[config.mk]
export PLATFORM = sky130hd
export DESIGN_NAME = fba_seq
export DESIGN_NICKNAME = d
export VERILOG_FILES = /design/src/rtl/fba_pkg.sv /design/src/rtl/fba_seq.sv
export VERILOG_INCLUDE_DIRS = /design/src /design/src/rtl
export SDC_FILE = /design/constraint.sdc
export NUM_CORES = 1
export LEC_CHECK = 0
export ABC_AREA = 0
export BUFFER_PORTS_ARGS = -buffer_cell sky130_fd_sc_hd__buf_2
export CORE_UTILIZATION = 45
export DETAILED_ROUTE_END_ITERATION = 6
export GPL_ROUTABILITY_DRIVEN = 1
export PLACE_DENSITY = 0.7
export SKIP_CTS_REPAIR_TIMING = 1
export SYNTH_ARGS = -nofsm -noshare
export SYNTH_HDL_FRONTEND = slang
export SYNTH_SLANG_ARGS = --single-unit
[constraint.sdc]
create_clock -name clk -period 7.17 [get_ports clk]
set_input_delay 1.434 -clock clk [delete_from_list [all_inputs] [get_ports clk]]
set_output_delay 1.434 -clock clk [all_outputs]
set_load 0.02 [all_outputs]
[src/rtl/frame_bitmap_allocator_macros.svh]
`ifndef FRAME_BITMAP_ALLOCATOR_MACROS_SVH
`define FRAME_BITMAP_ALLOCATOR_MACROS_SVH

// Same-cycle implication, checked at every rising edge outside reset.
`define FBA_ASSERT_IMPL(lbl, ck, rn, ante, cons, msg) \
    lbl: assert property (@(posedge ck) disable iff (!(rn)) (ante) |-> (cons)) \
        else $error(msg);

// Next-cycle implication, checked at every rising edge outside reset.
`define FBA_ASSERT_NEXT(lbl, ck, rn, ante, cons, msg) \
    lbl: assert property (@(posedge ck) disable iff (!(rn)) (ante) |=> (cons)) \
        else $error(msg);

`endif

[src/rtl/fba_pkg.sv]
`default_nettype none

package fba_pkg;

    localparam int FRAME_W = 16;
    localparam int FIELD_W = 15;
    localparam int RUN_W   = 11;
    localparam int WIDX_W  = 11;
    localparam int BIT_W   = 5;
    localparam int CFG_W   = 16;

    localparam logic [2:0] OP_MARK_USED  = 3'd0;
    localparam logic [2:0] OP_MARK_FREE  = 3'd1;
    localparam logic [2:0] OP_TEST       = 3'd2;
    localparam logic [2:0] OP_FIND_FIRST = 3'd3;
    localparam logic [2:0] OP_FIND_RUN   = 3'd4;

    localparam logic CFG_FRAME_COUNT  = 1'b0;
    localparam logic CFG_SEARCH_START = 1'b1;

    localparam logic [CFG_W-1:0] FRAME_COUNT_RST  = 16'd32768;
    localparam logic [CFG_W-1:0] SEARCH_START_RST = 16'h0100;

    typedef enum logic [3:0] {
        ST_CLEAR,
        ST_IDLE,
        ST_MARK_RD,
        ST_MARK_WR,
        ST_TEST_RD,
        ST_TEST_CHK,
        ST_FF_RD,
        ST_FF_CHK,
        ST_RUN_STEP,
        ST_RUN_RD,
        ST_RUN_LOAD,
        ST_DONE
    } state_t;

    typedef struct packed {
        logic             bit_val;
        logic             any_zero;
        logic [BIT_W-1:0] zero_idx;
    } word_stat_t;

endpackage

`default_nettype wire

[src/rtl/fba_seq.sv]
`default_nettype none
`include "frame_bitmap_allocator_macros.svh"

module fba_seq #(
    parameter int MAX_FRAMES = 32768,
    parameter int MAX_RUN    = 1024,
    parameter int WORDS      = 1024,
    parameter int AW         = 10
) (
    input  wire logic                          clk,
    input  wire logic                          rst_n,
    input  wire logic [fba_pkg::CFG_W-1:0]     frame_count,
    input  wire logic [fba_pkg::CFG_W-1:0]     search_start,
    input  wire logic                          in_valid,
    output logic                               in_ready,
    input  wire logic [2:0]                    operation,
    input  wire logic [fba_pkg::FIELD_W-1:0]   frame_number,
    input  wire logic [fba_pkg::RUN_W-1:0]     run_length,
    output logic                               out_valid,
    input  wire logic                          out_ready,
    output logic                               found,
    output logic      [fba_pkg::FIELD_W-1:0]   result_frame,
    output logic                               is_used,
    output logic                               ram_we,
    output logic                               ram_re,
    output logic      [AW-1:0]                 ram_addr,
    output logic      [31:0]                   ram_wdata,
    input  wire logic [31:0]                   ram_rdata,
    output logic      [31:0]                   wu_word,
    output logic      [fba_pkg::BIT_W-1:0]     wu_bit,
    output logic                               wu_set,
    input  wire logic [31:0]                   wu_wr_word,
    input  wire fba_pkg::word_stat_t           wu_stat
);

    fba_pkg::state_t state_reg, state_next;

    logic [AW-1:0]                 clr_reg, clr_next;
    logic [fba_pkg::FIELD_W-1:0]   fr_reg, fr_next;
    logic [fba_pkg::RUN_W-1:0]     n_reg, n_next;
    logic [fba_pkg::FRAME_W-1:0]   lim_reg, lim_next;
    logic                          set_reg, set_next;
    logic [fba_pkg::FRAME_W-1:0]   cur_reg, cur_next;
    logic [fba_pkg::RUN_W-1:0]     j_reg, j_next;
    logic [fba_pkg::WIDX_W-1:0]    w_reg, w_next;
    logic [31:0]                   word_reg, word_next;
    logic [fba_pkg::WIDX_W-1:0]    tag_reg, tag_next;
    logic                          tag_ok_reg, tag_ok_next;
    logic                          p_found_reg, p_found_next;
    logic [fba_pkg::FIELD_W-1:0]   p_frame_reg, p_frame_next;
    logic                          p_used_reg, p_used_next;
    logic                          out_valid_reg, out_valid_next;
    logic                          found_reg, found_next;
    logic [fba_pkg::FIELD_W-1:0]   frame_reg, frame_next;
    logic                          used_reg, used_next;

    logic [fba_pkg::WIDX_W-1:0]    sel_widx;
    logic [31:0]                   widx_ext;
    logic [fba_pkg::FRAME_W-1:0]   run_f;

    assign run_f    = cur_reg + fba_pkg::FRAME_W'(j_reg);
    assign widx_ext = 32'(sel_widx);

    always_ff @(posedge clk or negedge rst_n)
    begin
        if (!rst_n)
        begin
            state_reg     <= fba_pkg::ST_CLEAR;
            clr_reg       <= '0;
            tag_ok_reg    <= 1'b0;
            out_valid_reg <= 1'b0;
        end
        else
        begin
            state_reg     <= state_next;
            clr_reg       <= clr_next;
            tag_ok_reg    <= tag_ok_next;
            out_valid_reg <= out_valid_next;
        end
    end

    always_ff @(posedge clk)
    begin
        fr_reg      <= fr_next;
        n_reg       <= n_next;
        lim_reg     <= lim_next;
        set_reg     <= set_next;
        cur_reg     <= cur_next;
        j_reg       <= j_next;
        w_reg       <= w_next;
        word_reg    <= word_next;
        tag_reg     <= tag_next;
        p_found_reg <= p_found_next;
        p_frame_reg <= p_frame_next;
        p_used_reg  <= p_used_next;
        found_reg   <= found_next;
        frame_reg   <= frame_next;
        used_reg    <= used_next;
    end

    always_comb
    begin
        state_next     = state_reg;
        clr_next       = clr_reg;
        fr_next        = fr_reg;
        n_next         = n_reg;
        lim_next       = lim_reg;
        set_next       = set_reg;
        cur_next       = cur_reg;
        j_next         = j_reg;
        w_next         = w_reg;
        word_next      = word_reg;
        tag_next       = tag_reg;
        tag_ok_next    = tag_ok_reg;
        p_found_next   = p_found_reg;
        p_frame_next   = p_frame_reg;
        p_used_next    = p_used_reg;
        out_valid_next = out_valid_reg;
        found_next     = found_reg;
        frame_next     = frame_reg;
        used_next      = used_reg;
        ram_we         = 1'b0;
        ram_re         = 1'b0;
        ram_wdata      = '0;
        sel_widx       = {1'b0, fr_reg[fba_pkg::FIELD_W-1:fba_pkg::BIT_W]};
        wu_word        = ram_rdata;
        wu_bit         = fr_reg[fba_pkg::BIT_W-1:0];
        wu_set         = set_reg;
        in_ready       = 1'b0;

        if (out_valid_reg && out_ready)
        begin
            out_valid_next = 1'b0;
        end

        case (state_reg)
            fba_pkg::ST_CLEAR:
            begin
                ram_we   = 1'b1;
                clr_next = clr_reg + 1'b1;
                if (clr_reg == AW'(WORDS - 1))
                begin
                    state_next = fba_pkg::ST_IDLE;
                end
            end
            fba_pkg::ST_IDLE:
            begin
                in_ready = 1'b1;
                if (in_valid)
                begin
                    fr_next      = frame_number;
                    n_next       = run_length;
                    lim_next     = (32'(frame_count) < MAX_FRAMES) ? frame_count
                                                                   : fba_pkg::FRAME_W'(MAX_FRAMES);
                    set_next     = (operation == fba_pkg::OP_MARK_USED);
                    tag_ok_next  = 1'b0;
                    p_found_next = 1'b0;
                    p_frame_next = '0;
                    p_used_next  = 1'b0;
                    cur_next     = search_start;
                    j_next       = '0;
                    w_next       = search_start[fba_pkg::CFG_W-1:fba_pkg::BIT_W];
                    state_next   = fba_pkg::ST_DONE;
                    case (operation)
                        fba_pkg::OP_MARK_USED, fba_pkg::OP_MARK_FREE:
                        begin
                            if (32'(frame_number) < MAX_FRAMES)
                            begin
                                state_next = fba_pkg::ST_MARK_RD;
                            end
                        end
                        fba_pkg::OP_TEST:
                        begin
                            // Frames beyond the bitmap always read as used.
                            if (32'(frame_number) < MAX_FRAMES)
                            begin
                                state_next = fba_pkg::ST_TEST_RD;
                            end
                            else
                            begin
                                p_used_next = 1'b1;
                            end
                        end
                        fba_pkg::OP_FIND_FIRST:
                        begin
                            state_next = fba_pkg::ST_FF_RD;
                        end
                        fba_pkg::OP_FIND_RUN:
                        begin
                            if (32'(run_length) <= MAX_RUN)
                            begin
                                state_next = fba_pkg::ST_RUN_STEP;
                            end
                        end
                        default:
                        begin
                            state_next = fba_pkg::ST_DONE;
                        end
                    endcase
                end
            end
            fba_pkg::ST_MARK_RD:
            begin
                ram_re     = 1'b1;
                state_next = fba_pkg::ST_MARK_WR;
            end
            fba_pkg::ST_MARK_WR:
            begin
                ram_we     = 1'b1;
                ram_wdata  = wu_wr_word;
                state_next = fba_pkg::ST_DONE;
            end
            fba_pkg::ST_TEST_RD:
            begin
                ram_re     = 1'b1;
                state_next = fba_pkg::ST_TEST_CHK;
            end
            fba_pkg::ST_TEST_CHK:
            begin
                p_used_next = wu_stat.bit_val;
                state_next  = fba_pkg::ST_DONE;
            end
            fba_pkg::ST_FF_RD:
            begin
                sel_widx = w_reg;
                if (w_reg >= lim_reg[fba_pkg::FRAME_W-1:fba_pkg::BIT_W])
                begin
                    state_next = fba_pkg::ST_DONE;
                end
                else
                begin
                    ram_re     = 1'b1;
                    state_next = fba_pkg::ST_FF_CHK;
                end
            end
            fba_pkg::ST_FF_CHK:
            begin
                sel_widx = w_reg;
                if (wu_stat.any_zero)
                begin
                    p_found_next = 1'b1;
                    p_frame_next = {w_reg[fba_pkg::FIELD_W-fba_pkg::BIT_W-1:0],
                                    wu_stat.zero_idx};
                    state_next   = fba_pkg::ST_DONE;
                end
                else
                begin
                    w_next     = w_reg + 1'b1;
                    state_next = fba_pkg::ST_FF_RD;
                end
            end
            fba_pkg::ST_RUN_STEP:
            begin
                wu_word  = word_reg;
                wu_bit   = run_f[fba_pkg::BIT_W-1:0];
                sel_widx = run_f[fba_pkg::FRAME_W-1:fba_pkg::BIT_W];
                // A zero-length run still needs a candidate below the limit.
                if ((j_reg == n_reg) && ((n_reg != '0) || (run_f < lim_reg)))
                begin
                    p_found_next = 1'b1;
                    p_frame_next = cur_reg[fba_pkg::FIELD_W-1:0];
                    state_next   = fba_pkg::ST_DONE;
                end
                else if (run_f >= lim_reg)
                begin
                    state_next = fba_pkg::ST_DONE;
                end
                else if (!tag_ok_reg ||
                         (tag_reg != run_f[fba_pkg::FRAME_W-1:fba_pkg::BIT_W]))
                begin
                    state_next = fba_pkg::ST_RUN_RD;
                end
                else if (wu_stat.bit_val)
                begin
                    cur_next = run_f + 1'b1;
                    j_next   = '0;
                end
                else
                begin
                    j_next = j_reg + 1'b1;
                end
            end
            fba_pkg::ST_RUN_RD:
            begin
                sel_widx   = run_f[fba_pkg::FRAME_W-1:fba_pkg::BIT_W];
                ram_re     = 1'b1;
                state_next = fba_pkg::ST_RUN_LOAD;
            end
            fba_pkg::ST_RUN_LOAD:
            begin
                word_next   = ram_rdata;
                tag_next    = run_f[fba_pkg::FRAME_W-1:fba_pkg::BIT_W];
                tag_ok_next = 1'b1;
                state_next  = fba_pkg::ST_RUN_STEP;
            end
            fba_pkg::ST_DONE:
            begin
                if (!out_valid_reg || out_ready)
                begin
                    out_valid_next = 1'b1;
                    found_next     = p_found_reg;
                    frame_next     = p_frame_reg;
                    used_next      = p_used_reg;
                    state_next     = fba_pkg::ST_IDLE;
                end
            end
            default:
            begin
                state_next = fba_pkg::ST_IDLE;
            end
        endcase
    end

    assign ram_addr     = (state_reg == fba_pkg::ST_CLEAR) ? clr_reg : widx_ext[AW-1:0];
    assign out_valid    = out_valid_reg;
    assign found        = found_reg;
    assign result_frame = frame_reg;
    assign is_used      = used_reg;

    `FBA_ASSERT_NEXT(a_busy_after_accept, clk, rst_n, in_valid && in_ready, !in_ready,
        "ready stayed high after a word was accepted")
    `FBA_ASSERT_IMPL(a_clear_writes_zero, clk, rst_n, state_reg == fba_pkg::ST_CLEAR,
        ram_we && (ram_wdata == '0), "clearing pass did not write a zero word")
    `FBA_ASSERT_IMPL(a_write_source, clk, rst_n, ram_we,
        (state_reg == fba_pkg::ST_CLEAR) || (state_reg == fba_pkg::ST_MARK_WR),
        "bitmap written outside the clearing pass or a mark")
    `FBA_ASSERT_IMPL(a_result_kind, clk, rst_n, out_valid_reg, !(found_reg && used_reg),
        "result reports both a search hit and a used frame")

endmodule

`default_nettype wire

Yosys cells after proc, flatten, opt, wreduce, memory -nomap -nowiden
Index checks and enable logic that the tools add are counted.
{"block": "word_totals", "reg_bits": 174, "output_inout_bits": 101, "word_cells": 136}
{"block": "classes", "addsub": 5, "n_lt_le_gt_ge": 5, "eq_ne": 29, "n_mux": 48, "reduce_logical": 30}
{"op": "16-bit 2-to-1 mux", "count": 5}
{"op": "11-bit 2-to-1 mux", "count": 7}
{"op": "32-bit 2-to-1 mux", "count": 2}
{"op": "15-bit 2-to-1 mux", "count": 3}
{"op": "15-bit one-hot mux with 3 select lines", "count": 1}
{"op": "11-bit one-hot mux with 2 select lines", "count": 2}
{"op": "4-bit one-hot mux with 11 select lines", "count": 1}
{"op": "4-bit 2-to-1 mux", "count": 8}
{"op": "16-bit one-hot mux with 2 select lines", "count": 1}
{"op": "11-bit by 1-bit adder with 11-bit output (second input constant)", "count": 2}
{"op": "2-bit inequality test (second input constant)", "count": 10}
{"op": "10-bit one-hot mux with 2 select lines", "count": 1}
{"op": "16-bit by 1-bit adder with 16-bit output (second input constant)", "count": 1}
{"op": "16-bit by 11-bit adder with 16-bit output", "count": 1}
{"op": "4-bit by 3-bit equality test with 1-bit output (second input constant)", "count": 4}
{"op": "4-bit equality test (second input constant)", "count": 4}
{"op": "16-bit >= comparator", "count": 1}
{"op": "16-bit less-than comparator", "count": 1}
{"op": "16-bit less-than comparator (second input constant)", "count": 1}
{"op": "4-bit one-hot mux with 4 select lines", "count": 1}
{"op": "11-bit equality test", "count": 1}
{"op": "11-bit >= comparator", "count": 1}
{"op": "11-bit less-or-equal comparator (second input constant)", "count": 1}
{"op": "11-bit inequality test", "count": 1}
{"op": "other kinds (29)", "count": 56}

Logic depth before layout (Yosys ltp)
Gate-level depths: netlist (run 1).
{"block": "depth", "ltp_word": 7, "mapped_depth": 16}

Worst setup path after synthesis (run 1)
Ideal clock, no wire load.
{"block": "synth_timing", "path_kind": "reg2reg", "start": "reg j_reg[0] (netlist bit)", "end": "reg p_found_reg, enable pin", "setup_ns": 0.478, "arrival_ns": 5.829, "required_ns": 6.692, "slack_ns": 0.863, "stages_incl_launch_ff": 16, "path_cell_list": "edfxtp_1 -> ha_1 -> inv_1 -> fa_1 -> and2b_1 -> o31ai_4 -> a21o_4 -> a311oi_2 -> inv_1 -> ha_1 -> nand4_1 -> a21oi_1 -> a211oi_1 -> nand2_1 -> a41o_1 -> a2111oi_0"}
{"block": "synth_between", "elab_chain_cells": 6}
{"item": "start: declaration", "line_no": "fba_seq.sv:44", "text": "logic [fba_pkg::RUN_W-1:0] j_reg, j_next;"}
{"item": "start signal: assignment", "line_no": "fba_seq.sv:89", "text": "j_reg <= j_next;"}
{"item": "16-bit by 11-bit adder with 16-bit output", "line_no": "fba_seq.sv:61", "text": "assign run_f = cur_reg + fba_pkg::FRAME_W'(j_reg);"}
{"item": "named net run_f (one bit)", "line_no": "fba_seq.sv:59", "text": "logic [fba_pkg::FRAME_W-1:0] run_f;"}
{"item": "16-bit less-than comparator", "line_no": "fba_seq.sv:258", "text": "if ((j_reg == n_reg) && ((n_reg != '0) || (run_f < lim_reg)))"}
{"item": "1-bit logical OR", "line_no": "fba_seq.sv:258"}
{"item": "1-bit logical AND", "line_no": "fba_seq.sv:258"}
{"item": "2-bit inequality test (no source line)"}
{"item": "4-bit AND reduction (no source line)"}
{"item": "end signal: assignment", "line_no": "fba_seq.sv:93", "text": "p_found_reg <= p_found_next;"}
{"item": "end: declaration", "line_no": "fba_seq.sv:49", "text": "logic p_found_reg, p_found_next;"}
The timed path passes the listed nets, and every way through them passes these cells.
A chain may end at the register's enable or synchronous reset.

Worst setup path after layout (run 1)
{"block": "layout_timing", "start": "reg j_reg[6] (netlist bit)", "end": "out ram_addr[8]"}
{"block": "layout_between", "elab_chain_cells": 3}
{"item": "16-bit by 11-bit adder with 16-bit output", "line_no": "fba_seq.sv:61"}
{"item": "named net run_f (one bit)", "line_no": "fba_seq.sv:59"}
{"item": "10-bit one-hot mux with 2 select lines", "line_no": "fba_seq.sv:136", "text": "case (state_reg)"}
{"item": "10-bit 2-to-1 mux", "line_no": "fba_seq.sv:314", "text": "assign ram_addr = (state_reg == fba_pkg::ST_CLEAR) ? clr_reg : widx_ext[AW-1:0];"}
{"item": "end: declaration", "line_no": "fba_seq.sv:26", "text": "output logic [AW-1:0] ram_addr,"}
The timed path passes the listed nets, and every way through them passes these cells.

==> results.py, run 1 <==
metrics = {
    "run_status": {
        "status": "completed",
    },
    "cts": {
        "htree_levels": 4,
        "insertion_delay_ns": 0.44,
        "cts.sinks": 174,
        "cts-root-buf": "clkbuf_16",
        "cts_tree": "yes",
        "numCtsBuffers": 17,
        "cts_max_path_buffers": 2,
        "clk_pin_slew_ns": 0.07,
    },
    "placement": {
        "finalWeightedCongestion": 0.9173,
        "place_ws_ns": 2.354,
        "numPortBuffers": 236,
        "place_hpwl_um": 19850,
        "dpl.cell_count": 1432,
        "post_dp_cell_area_um2": 11320,
    },
    "logic_synthesis": {
        "syn-num-nets": 1134,
        "ys.flop_type": "edfxtp_1",
        "synthArstFlopShare_pct": 9.195,
        "synth_area_leader_cell": "edfxtp_1",
        "synth_common_cells": "nand2_1 (212), edfxtp_1 (158), o21ai_0 (56)",
        "yosysSeqAreaShare_pct": 52.01,
        "synth_area_per_cell_um2": 10.36,
        "syn-cell-area_um2": 9892,
        "ys_warn_count": 0,
        "netlist.area_leader.share_pct": 47.96,
        "synthMostInstantiatedCell": "nand2_1",
        "synth_edf_count": 158,
        "synth.distinct_cells": 81,
        "synth-seq-cells": 174,
        "synthCells": 955,
        "netlist_top_cells_area": "edfxtp_1 (48%), nand2_1 (8.0%), ha_1 (5.3%)",
    },
    "floorplanning": {
        "io_pins": 237,
        "core-area_um2": 21290,
        "dieArea_um2": 22580,
        "die_h_um": 150.3,
        "initial_utilization_pct": 46.47,
        "chipWidth_um": 150.3,
        "placementRows": 53,
    },
    "sta": {
        "hold_viol": 0,
        "setup_violations": 0,
        "worst_slack_ns": 2.313,
        "max_slew_margin_pct": 27.55,
        "tns_ns": 0,
        "grt_setup_unrepaired": "no",
        "max_freq_mhz": 205.9,
        "maxSlewViolCount": 0,
        "period_needed_ns": 4.857,
        "holdWs_ns": 0.4201,
        "tightest_slew_ns": 1.087,
        "timing.final.crit_share_pct": 67.74,
        "fin_skew_ns": 0.01052,
    },
    "drt": {
        "antenna_left": 0,
        "drt-wirelength-per-cell_um": 17.83,
        "drtIter0Drc": 573,
        "drt_wl_total_um": 26110,
        "dr.pass1.iters": 5,
        "vias_per_cell": 5.420,
        "drcViolationCount": 0,
        "dr_total_vias": 7935,
    },
    "worst_setup_path": {
        "crit_arrival_ns": 3.42,
        "start_kind": "flop",
        "setup.worst_path.class": "flop to primary output",
        "slowest_stage": "ha_1",
        "crit_path_start": "j_reg[6]$_SDFFCE_PN0P_",
        "worstSetupEndpointType": "primary output",
        "critPathRequiredTime_ns": 5.74,
        "worstPathMaxFanout": 9,
        "max_stage_delay_ns": 0.50,
        "regToRegSetupSlack_ns": 2.33,
        "r2r-start": "j_reg[0]$_SDFFCE_PN0P_",
        "critical_path.cell_chain": "ha_1, a21oi_1, o211ai_1, o211ai_1, a21oi_1, xor2_1, o221ai_1, o21ai_0, buf_2",
    },
    "layout": {
        "utilization_pct": 56.09,
        "diodes": 0,
        "multiInputGateArea_um2": 4454,
        "postLayoutCellArea_um2": 11940,
        "largest_reg_flops": 32,
        "layout.nets": 1355,
        "fill_cells": 1877,
        "seq_area_um2": 5145,
        "drive_gt1_share_pct": 25.57,
        "area_delta_synth_final_pct": 20.69,
        "final_cells": 1464,
    },
    "power": {
        "powerDensity_nw_per_um2": 358.5,
        "p_leak_nw": 5.057,
        "ir_drop_uv": 162.0,
        "power_mw": 4.280,
    },
    "global_route": {
        "grt_first_pass_wirelength_um": 40200,
        "track_usage_pct": 23.67,
        "antenna_found_initial": 0,
        "grt_max_degree": 56,
        "overflow": 0,
        "grt_pass1_vias": 7441,
    },
    "hold_path": {
        "hold_start": "p_frame_reg[6]$_DFFE_PP_",
        "hold_class": "flop to flop",
    },
    "run": {
        "cap_violations": 0,
    },
}
-- path summary, 6_finish.rpt --
kind	depth (start not counted)	endpoint
setup / recovery	9	ram_addr[8]
hold / removal	0	result_frame[6]$_DFFE_PP_
setup reg to reg	17	cur_reg[10]$_DFFE_PP_
hold reg to reg	0	result_frame[6]$_DFFE_PP_
max in group asynchronous	1	state_reg[0]$_DFFE_PN0P_
min in group asynchronous	1	clr_reg[1]$_DFFE_PN0P_
-- power breakdown --
part | internal [mW] | switching, mW
Clock | 0.554 | 0.414
Combinational | 0.604 | 1.11
Sequential | 1.41 | 0.185
Total | 2.57 | 1.71
-- placed cells by master (no fill, tap or decap), drive strengths merged, types with 6 or more instances in the layout --
| master | Yosys | layout |
|---|---|---|
| buf | 9 | 245 |
| nand2 | 212 | 212 |
| edfxtp | 158 | 158 |
| o21ai | 57 | 57 |
| nor2 | 48 | 48 |
| ha | 42 | 42 |
| inv | 37 | 42 |
| and2 | 39 | 39 |
| xor2 | 37 | 37 |
| xnor2 | 30 | 30 |
| nand3 | 26 | 26 |
| a21oi | 24 | 24 |
| nor2b | 22 | 22 |
| clkbuf | 34 | 17 |
| dfrtp | 16 | 16 |
| nor3 | 15 | 15 |
| nand4 | 14 | 14 |
| a22o | 12 | 12 |
| and3 | 12 | 12 |
| a21o | 10 | 10 |
| nor4 | 9 | 9 |
| o221ai | 8 | 8 |
| o211ai | 8 | 8 |
| a211oi | 6 | 6 |
| clkinv | 0 | 6 |
-- kinds of logic (layout without fill, tap and decap cells) --
group / count (synthesis) / in the layout / share of synthesized area (%)
xor+xnor: 68 / 68 / 6.350
compound gates: 167 / 167 / 12.41
buf+inv: 80 / 314 / 3.225
mux: 1 / 1 / 0.1138
simple gates: 422 / 422 / 20.38
fa+ha+maj: 43 / 43 / 5.515
flops: 174 / 174 / 52.01
-- layer usage --
layer	global-route usage, %	part of all wire, %	up-vias
met5	0	0	-
met1	32.56	44	3730
met2	36.96	47	316
li1	-	-	3855
met4	7.374	1.8	0
met3	5.455	7.1	34
-- final cells by class --
class | count | share of cell area [%]
clock inverters | 15 | 1.530
inverters | 37 | 1.163
flip-flops and latches | 174 | 43.09
repair buffers | 245 | 10.46
multi-input cells | 701 | 37.31
clock buffers | 17 | 3.563
well taps | 275 | 2.882
-- critical path, delay by kind of cell (launching register included) --
kind,cells,cell delay [ns]
AO/OA/AOI/OAI,6,1.34
adder cells (fa/ha/maj),1,0.50
XOR/XNOR,1,0.50
flip-flops,1,0.46
buffers and inverters,1,0.19
(Power assumes the default switching activity.)
==> run 2, diff against run 1 <==
--- a/config.mk
+++ b/config.mk
@@ -11,7 +11,7 @@
 export CORE_UTILIZATION = 45
 export DETAILED_ROUTE_END_ITERATION = 6
 export GPL_ROUTABILITY_DRIVEN = 1
-export PLACE_DENSITY = 0.7
+export PLACE_DENSITY = 0.73
 export SKIP_CTS_REPAIR_TIMING = 1
 export SYNTH_ARGS = -nofsm -noshare
 export SYNTH_HDL_FRONTEND = slang
==> constraint.sdc (replaced) <==
create_clock -name clk -period 4.2 [get_ports clk]
set_input_delay 0.84 -clock clk [delete_from_list [all_inputs] [get_ports clk]]
set_output_delay 0.84 -clock clk [all_outputs]
set_load 0.02 [all_outputs]
==> results.py, run 2 (synthesis results as in run 1) <==
metrics = {
    "worst_setup_path": {
        "worstReg2RegEnd": "p_frame_reg[14]$_DFFE_PP_",
        "critical_path.cell_chain": "ha_2, inv_2, fa_2, and2b_2, o31ai_4, buf_6, a211o_1, a21o_1, nand2_2, ha_4, a21oi_2, nand2_1, a211oi_2, nand2_2, a41o_1, a2111oi_4, buf_4, clkbuf_16",
        "worst-path-buf-inv": 4,
        "slowest_stage": "edfxtp_1",
        "regToRegSetupSlack_ns": 0.005,
        "setup.worst_path.class": "flop to flop",
        "r2r-start": "j_reg[0]$_SDFFCE_PN0P_",
        "crit_top_cell": "nand2_2",
        "rr_worst_depth": 18,
        "max_stage_delay_ns": 0.38,
        "worstSetupEndpointType": "flop",
        "critical-path-top-delay-family": "compound AO/OA/AOI/OAI gates",
        "critPathRequiredTime_ns": 4.35,
        "start_kind": "flop",
        "worstPathMaxFanout": 8,
        "crit_arrival_ns": 4.35,
    },
    "power": {
        "powerDensity_nw_per_um2": 614.7,
        "power_mw": 7.750,
        "p_leak_nw": 5.387,
        "p_switching_mw": 3.063,
        "ir_drop_uv": 356.4,
        "netSwitchingFraction_pct": 39.53,
        "combPwrFrac_pct": 44.4,
        "p_int_mw": 4.687,
        "seqPwrFrac_pct": 34.0,
        "power_frac_clock_pct": 21.6,
    },
    "layout": {
        "fill_cells": 1796,
        "final_cells": 1523,
        "utilization_pct": 59.23,
        "final_cell_mix": "buf_2 (236), nand2_1 (209), edfxtp_1 (158), buf_4 (62), o21ai_0 (56)",
        "area_delta_synth_final_pct": 27.45,
        "layout.nets": 1415,
        "drive_gt1_share_pct": 31.33,
        "postLayoutCellArea_um2": 12610,
        "largest_reg_flops": 32,
        "diodes": 0,
        "layout_commonest_cell": "buf_2",
    },
    "run": {
        "cap_violations": 0,
    },
    "sta": {
        "maxSlewViolCount": 0,
        "timing.final.crit_share_pct": 99.88,
        "period_needed_ns": 4.195,
        "fin_skew_ns": 0.01128,
        "max_slew_margin_pct": 25.21,
        "hold_viol": 0,
        "grt_setup_unrepaired": "yes",
        "max_freq_mhz": 238.4,
        "setup_violations": 0,
        "tightest_slew_ns": 1.122,
    },
    "cts": {
        "htree_levels": 4,
        "insertion_delay_ns": 0.44,
        "cts-root-buf": "clkbuf_16",
        "cts_max_path_buffers": 2,
        "cts_tree": "yes",
        "cts.sinks": 174,
        "numCtsBuffers": 17,
        "clk_pin_slew_ns": 0.07,
    },
    "placement": {
        "post_dp_cell_area_um2": 11790,
        "place_hpwl_um": 20520,
        "dpl.cell_count": 1484,
        "finalWeightedCongestion": 0.9325,
        "numPortBuffers": 236,
    },
    "floorplanning": {
        "chipWidth_um": 150.3,
        "core-area_um2": 21290,
        "die_h_um": 150.3,
        "initial_utilization_pct": 46.47,
        "placementRows": 53,
        "dieArea_um2": 22580,
        "io_pins": 237,
    },
    "global_route": {
        "grt_pass1_vias": 7489,
        "grt_first_pass_wirelength_um": 40540,
        "overflow": 0,
        "grt_max_degree": 55,
        "antenna_found_initial": 1,
        "track_usage_pct": 23.90,
    },
    "drt": {
        "drcViolationCount": 0,
        "drt_wl_total_um": 27170,
        "drtIter0Drc": 651,
        "vias_per_cell": 5.385,
        "drt-wirelength-per-cell_um": 17.84,
        "antenna_left": 0,
        "dr.pass1.iters": 7,
        "dr_total_vias": 8201,
    },
    "hold_path": {
        "hold_class": "input port to async pin",
    },
    "run_status": {
        "status": "completed",
    },
}
[run 2: power by group through the flow]
| stage | registers, mW | clock network, mW | logic [mW] |
|---|---|---|---|
| after floorplan | 2.66 | 0 | 2.10 |
| after global placement | 2.65 | 0 | 3.24 |
| final | 2.63 | 1.67 | 3.44 |
| after detailed placement | 2.66 | 0 | 3.29 |
| after CTS | 2.63 | 1.69 | 3.31 |
| after global routing | 2.67 | 1.74 | 3.74 |
[run 2: layer usage]
layer  share of wire, %  GRT usage (%)  up-vias
li1                   -              -     3968
met5                  0              0        -
met4                2.2          7.980        0
met3                7.7          4.909       45
met1                 44          33.30     3801
met2                 46          37.07      387
[run 2: worst max path at each step]
stage | from | end | slack (ns) | depth (start not counted)
finish | j_reg[0]$_SDFFCE_PN0P_ | p_frame_reg[14]$_DFFE_PP_ | 0.005 | 18
global route | j_reg[0]$_SDFFCE_PN0P_ | p_frame_reg[7]$_DFFE_PP_ | -0.11 | 18
CTS | cur_reg[0]$_DFFE_PP_ | cur_reg[7]$_DFFE_PP_ | -0.14 | 18
detailed placement | cur_reg[0]$_DFFE_PP_ | cur_reg[15]$_DFFE_PP_ | -0.11 | 18
global placement | j_reg[0]$_SDFFCE_PN0P_ | cur_reg[15]$_DFFE_PP_ | -0.02 | 18
floorplan | j_reg[0]$_SDFFCE_PN0P_ | p_found_reg$_DFFE_PP_ | 0.02 | 15
[run 2: cell type report]
| class | count | area, µm² | area share [%] |
|---|---|---|---|
| flip-flops and latches | 174 | 5145 | 40.81 |
| multi-input cells | 701 | 4604 | 36.52 |
| repair buffers | 305 | 1765 | 14.00 |
| clock buffers | 17 | 425.4 | 3.374 |
| well taps | 275 | 344.1 | 2.729 |
| clock inverters | 14 | 183.9 | 1.459 |
| inverters | 37 | 138.9 | 1.102 |
[run 2: per-stage QoR]
step / worst slack [ns] / hold WS, ns / TNS, ns
floorplan: 0.01804 / 0.4003 / 0
global placement: -0.02140 / 0.4061 / -0.3017
detailed placement: -0.1093 / 0.4045 / -2.649
global route: -0.1097 / 0.3353 / -2.875
finish: 0.005176 / 0.3178 / 0
CTS: -0.1379 / 0.3172 / -3.918
==> run 3, diff against run 2 <==
--- a/config.mk
+++ b/config.mk
@@ -8,10 +8,12 @@
 export LEC_CHECK = 0
 export ABC_AREA = 0
 export BUFFER_PORTS_ARGS = -buffer_cell sky130_fd_sc_hd__buf_2
-export CORE_UTILIZATION = 45
+export CELL_PAD_IN_SITES_DETAIL_PLACEMENT = 0
+export CELL_PAD_IN_SITES_GLOBAL_PLACEMENT = 2
+export CORE_UTILIZATION = 31
 export DETAILED_ROUTE_END_ITERATION = 6
 export GPL_ROUTABILITY_DRIVEN = 1
-export PLACE_DENSITY = 0.73
+export PLACE_DENSITY = 0.79
 export SKIP_CTS_REPAIR_TIMING = 1
 export SYNTH_ARGS = -nofsm -noshare
 export SYNTH_HDL_FRONTEND = slang
==> results.py, run 3 (synthesis results as in run 1) <==
metrics = {
    "drt": {
        "drt_wl_total_um": 30430,
        "drcViolationCount": 0,
        "vias_per_cell": 4.875,
        "antenna_left": 0,
        "dr_total_vias": 8127,
        "drt-wirelength-per-cell_um": 18.25,
        "dr.pass1.iters": 5,
        "drtIter0Drc": 648,
    },
    "cts": {
        "cts-root-buf": "clkbuf_16",
        "cts.sinks": 174,
        "clk_pin_slew_ns": 0.08,
        "numCtsBuffers": 17,
        "htree_levels": 4,
        "cts_max_path_buffers": 2,
        "cts_tree": "yes",
        "insertion_delay_ns": 0.44,
    },
    "placement": {
        "post_dp_cell_area_um2": 12080,
        "place_hpwl_um": 23540,
        "finalWeightedCongestion": 0.9250,
        "numPortBuffers": 236,
        "place_ws_ns": -0.1649,
    },
    "layout": {
        "layout_commonest_cell": "buf_2",
        "layout.nets": 1429,
        "postLayoutCellArea_um2": 12900,
        "final_cell_mix": "buf_2 (236), nand2_1 (210), edfxtp_1 (158), buf_4 (74), o21ai_0 (56)",
        "fill_cells": 3117,
        "utilization_pct": 41.00,
        "largest_reg_flops": 32,
        "drive_gt1_share_pct": 31.75,
        "area_delta_synth_final_pct": 30.46,
    },
    "floorplanning": {
        "dieArea_um2": 32630,
        "initial_utilization_pct": 31.43,
        "placementRows": 65,
        "die_h_um": 180.6,
        "chipWidth_um": 180.6,
        "io_pins": 237,
        "core-area_um2": 31470,
    },
    "hold_path": {
        "hold_class": "input port to async pin",
    },
    "global_route": {
        "overflow": 0,
        "grt_max_degree": 55,
        "grt_pass1_vias": 7826,
        "antenna_found_initial": 5,
        "track_usage_pct": 18.69,
        "grt_first_pass_wirelength_um": 46320,
    },
    "sta": {
        "maxSlewViolCount": 0,
        "max_slew_margin_pct": 18.77,
        "grt_setup_unrepaired": "yes",
        "holdWs_ns": 0.3152,
        "timing.final.crit_share_pct": 101.3,
        "setup_violations": 16,
        "worst_slack_ns": -0.05452,
        "period_needed_ns": 4.255,
        "hold_viol": 0,
        "max_freq_mhz": 235.0,
        "fin_skew_ns": 0.01122,
        "tightest_slew_ns": 1.219,
    },
    "power": {
        "ir_drop_uv": 384.6,
        "powerDensity_nw_per_um2": 611.1,
        "p_leak_nw": 5.477,
        "power_mw": 7.886,
    },
    "run_status": {
        "status": "finished, violations left",
        "failed_checks": "setup timing",
    },
    "worst_setup_path": {
        "critPathRequiredTime_ns": 4.36,
        "rr_worst_depth": 19,
        "worstPathMaxFanout": 8,
        "setup.worst_path.class": "flop to flop",
        "regToRegSetupSlack_ns": -0.05,
        "crit_arrival_ns": 4.41,
        "worstReg2RegEnd": "p_frame_reg[0]$_DFFE_PP_",
        "start_kind": "flop",
        "r2r-start": "cur_reg[0]$_DFFE_PP_",
        "worstSetupEndpointType": "flop",
    },
    "run": {
        "cap_violations": 0,
    },
}
-- run 3: worst max path at each step --
stage | startpoint | to | slack [ns] | cells past startpoint
global placement | cur_reg[0]$_DFFE_PP_ | cur_reg[4]$_DFFE_PP_ | -0.05 | 18
detailed placement | cur_reg[0]$_DFFE_PP_ | cur_reg[2]$_DFFE_PP_ | -0.16 | 18
floorplan | j_reg[0]$_SDFFCE_PN0P_ | p_found_reg$_DFFE_PP_ | 0.02 | 15
finish | cur_reg[0]$_DFFE_PP_ | p_frame_reg[0]$_DFFE_PP_ | -0.05 | 19
CTS | cur_reg[0]$_DFFE_PP_ | cur_reg[7]$_DFFE_PP_ | -0.17 | 18
global route | cur_reg[0]$_DFFE_PP_ | p_frame_reg[0]$_DFFE_PP_ | -0.20 | 19
-- run 3: critical path, cell delays in order, from the launching register on --
cell and delay (ns):
edfxtp_1 0.38, ha_2 0.20, inv_2 0.04, fa_2 0.37, and2b_2 0.26, o31ai_4 0.09
buf_6 0.15, a21o_4 0.22, a311oi_4 0.27, inv_1 0.10, ha_1 0.30, nand4_1 0.13
a21oi_2 0.06, a211oi_4 0.26, buf_4 0.17, nand2_4 0.04, a41o_1 0.27, a2111oi_4 0.33
buf_4 0.19, clkbuf_16 0.15
-- run 3: metrics by stage --
stage               cells  TNS, ns
floorplan             955        0
global placement     1627   -1.156
detailed placement   1627   -5.554
CTS                  1659   -5.817
global route         1666   -5.134
finish               1667  -0.6983
-- run 3: layer usage --
layer  vias to the layer above  global-route usage (%)  share of wire, %  routed length (µm)
met5                         -                       0             0.085                  26
met4                         4                   3.897              0.95                 290
met3                        19                   4.527               6.3                1928
met2                       265                   28.59                45               13600
met1                      3837                   26.64                48               14580
li1                       4002                       -                 -                   -
-- run 3: where the power goes --
part           switching, mW  internal, mW  leakage [nW]
Sequential             0.203          2.41          1.66
Combinational           2.21          1.39          3.52
Clock                  0.763         0.912         0.296
Total                   3.18          4.71          5.48
-- run 3: cell type report --
type / instances / area, µm² / area share (%)
timing repair buffer: 319 / 1887 / 14.62
inverter: 37 / 138.9 / 1.076
clock inverter: 15 / 197.7 / 1.532
sequential: 174 / 5145 / 39.87
multi-input combinational: 701 / 4603 / 35.67
antenna: 2 / 5.005 / 0.03878
clock buffer: 17 / 425.4 / 3.296
tap: 402 / 503.0 / 3.898
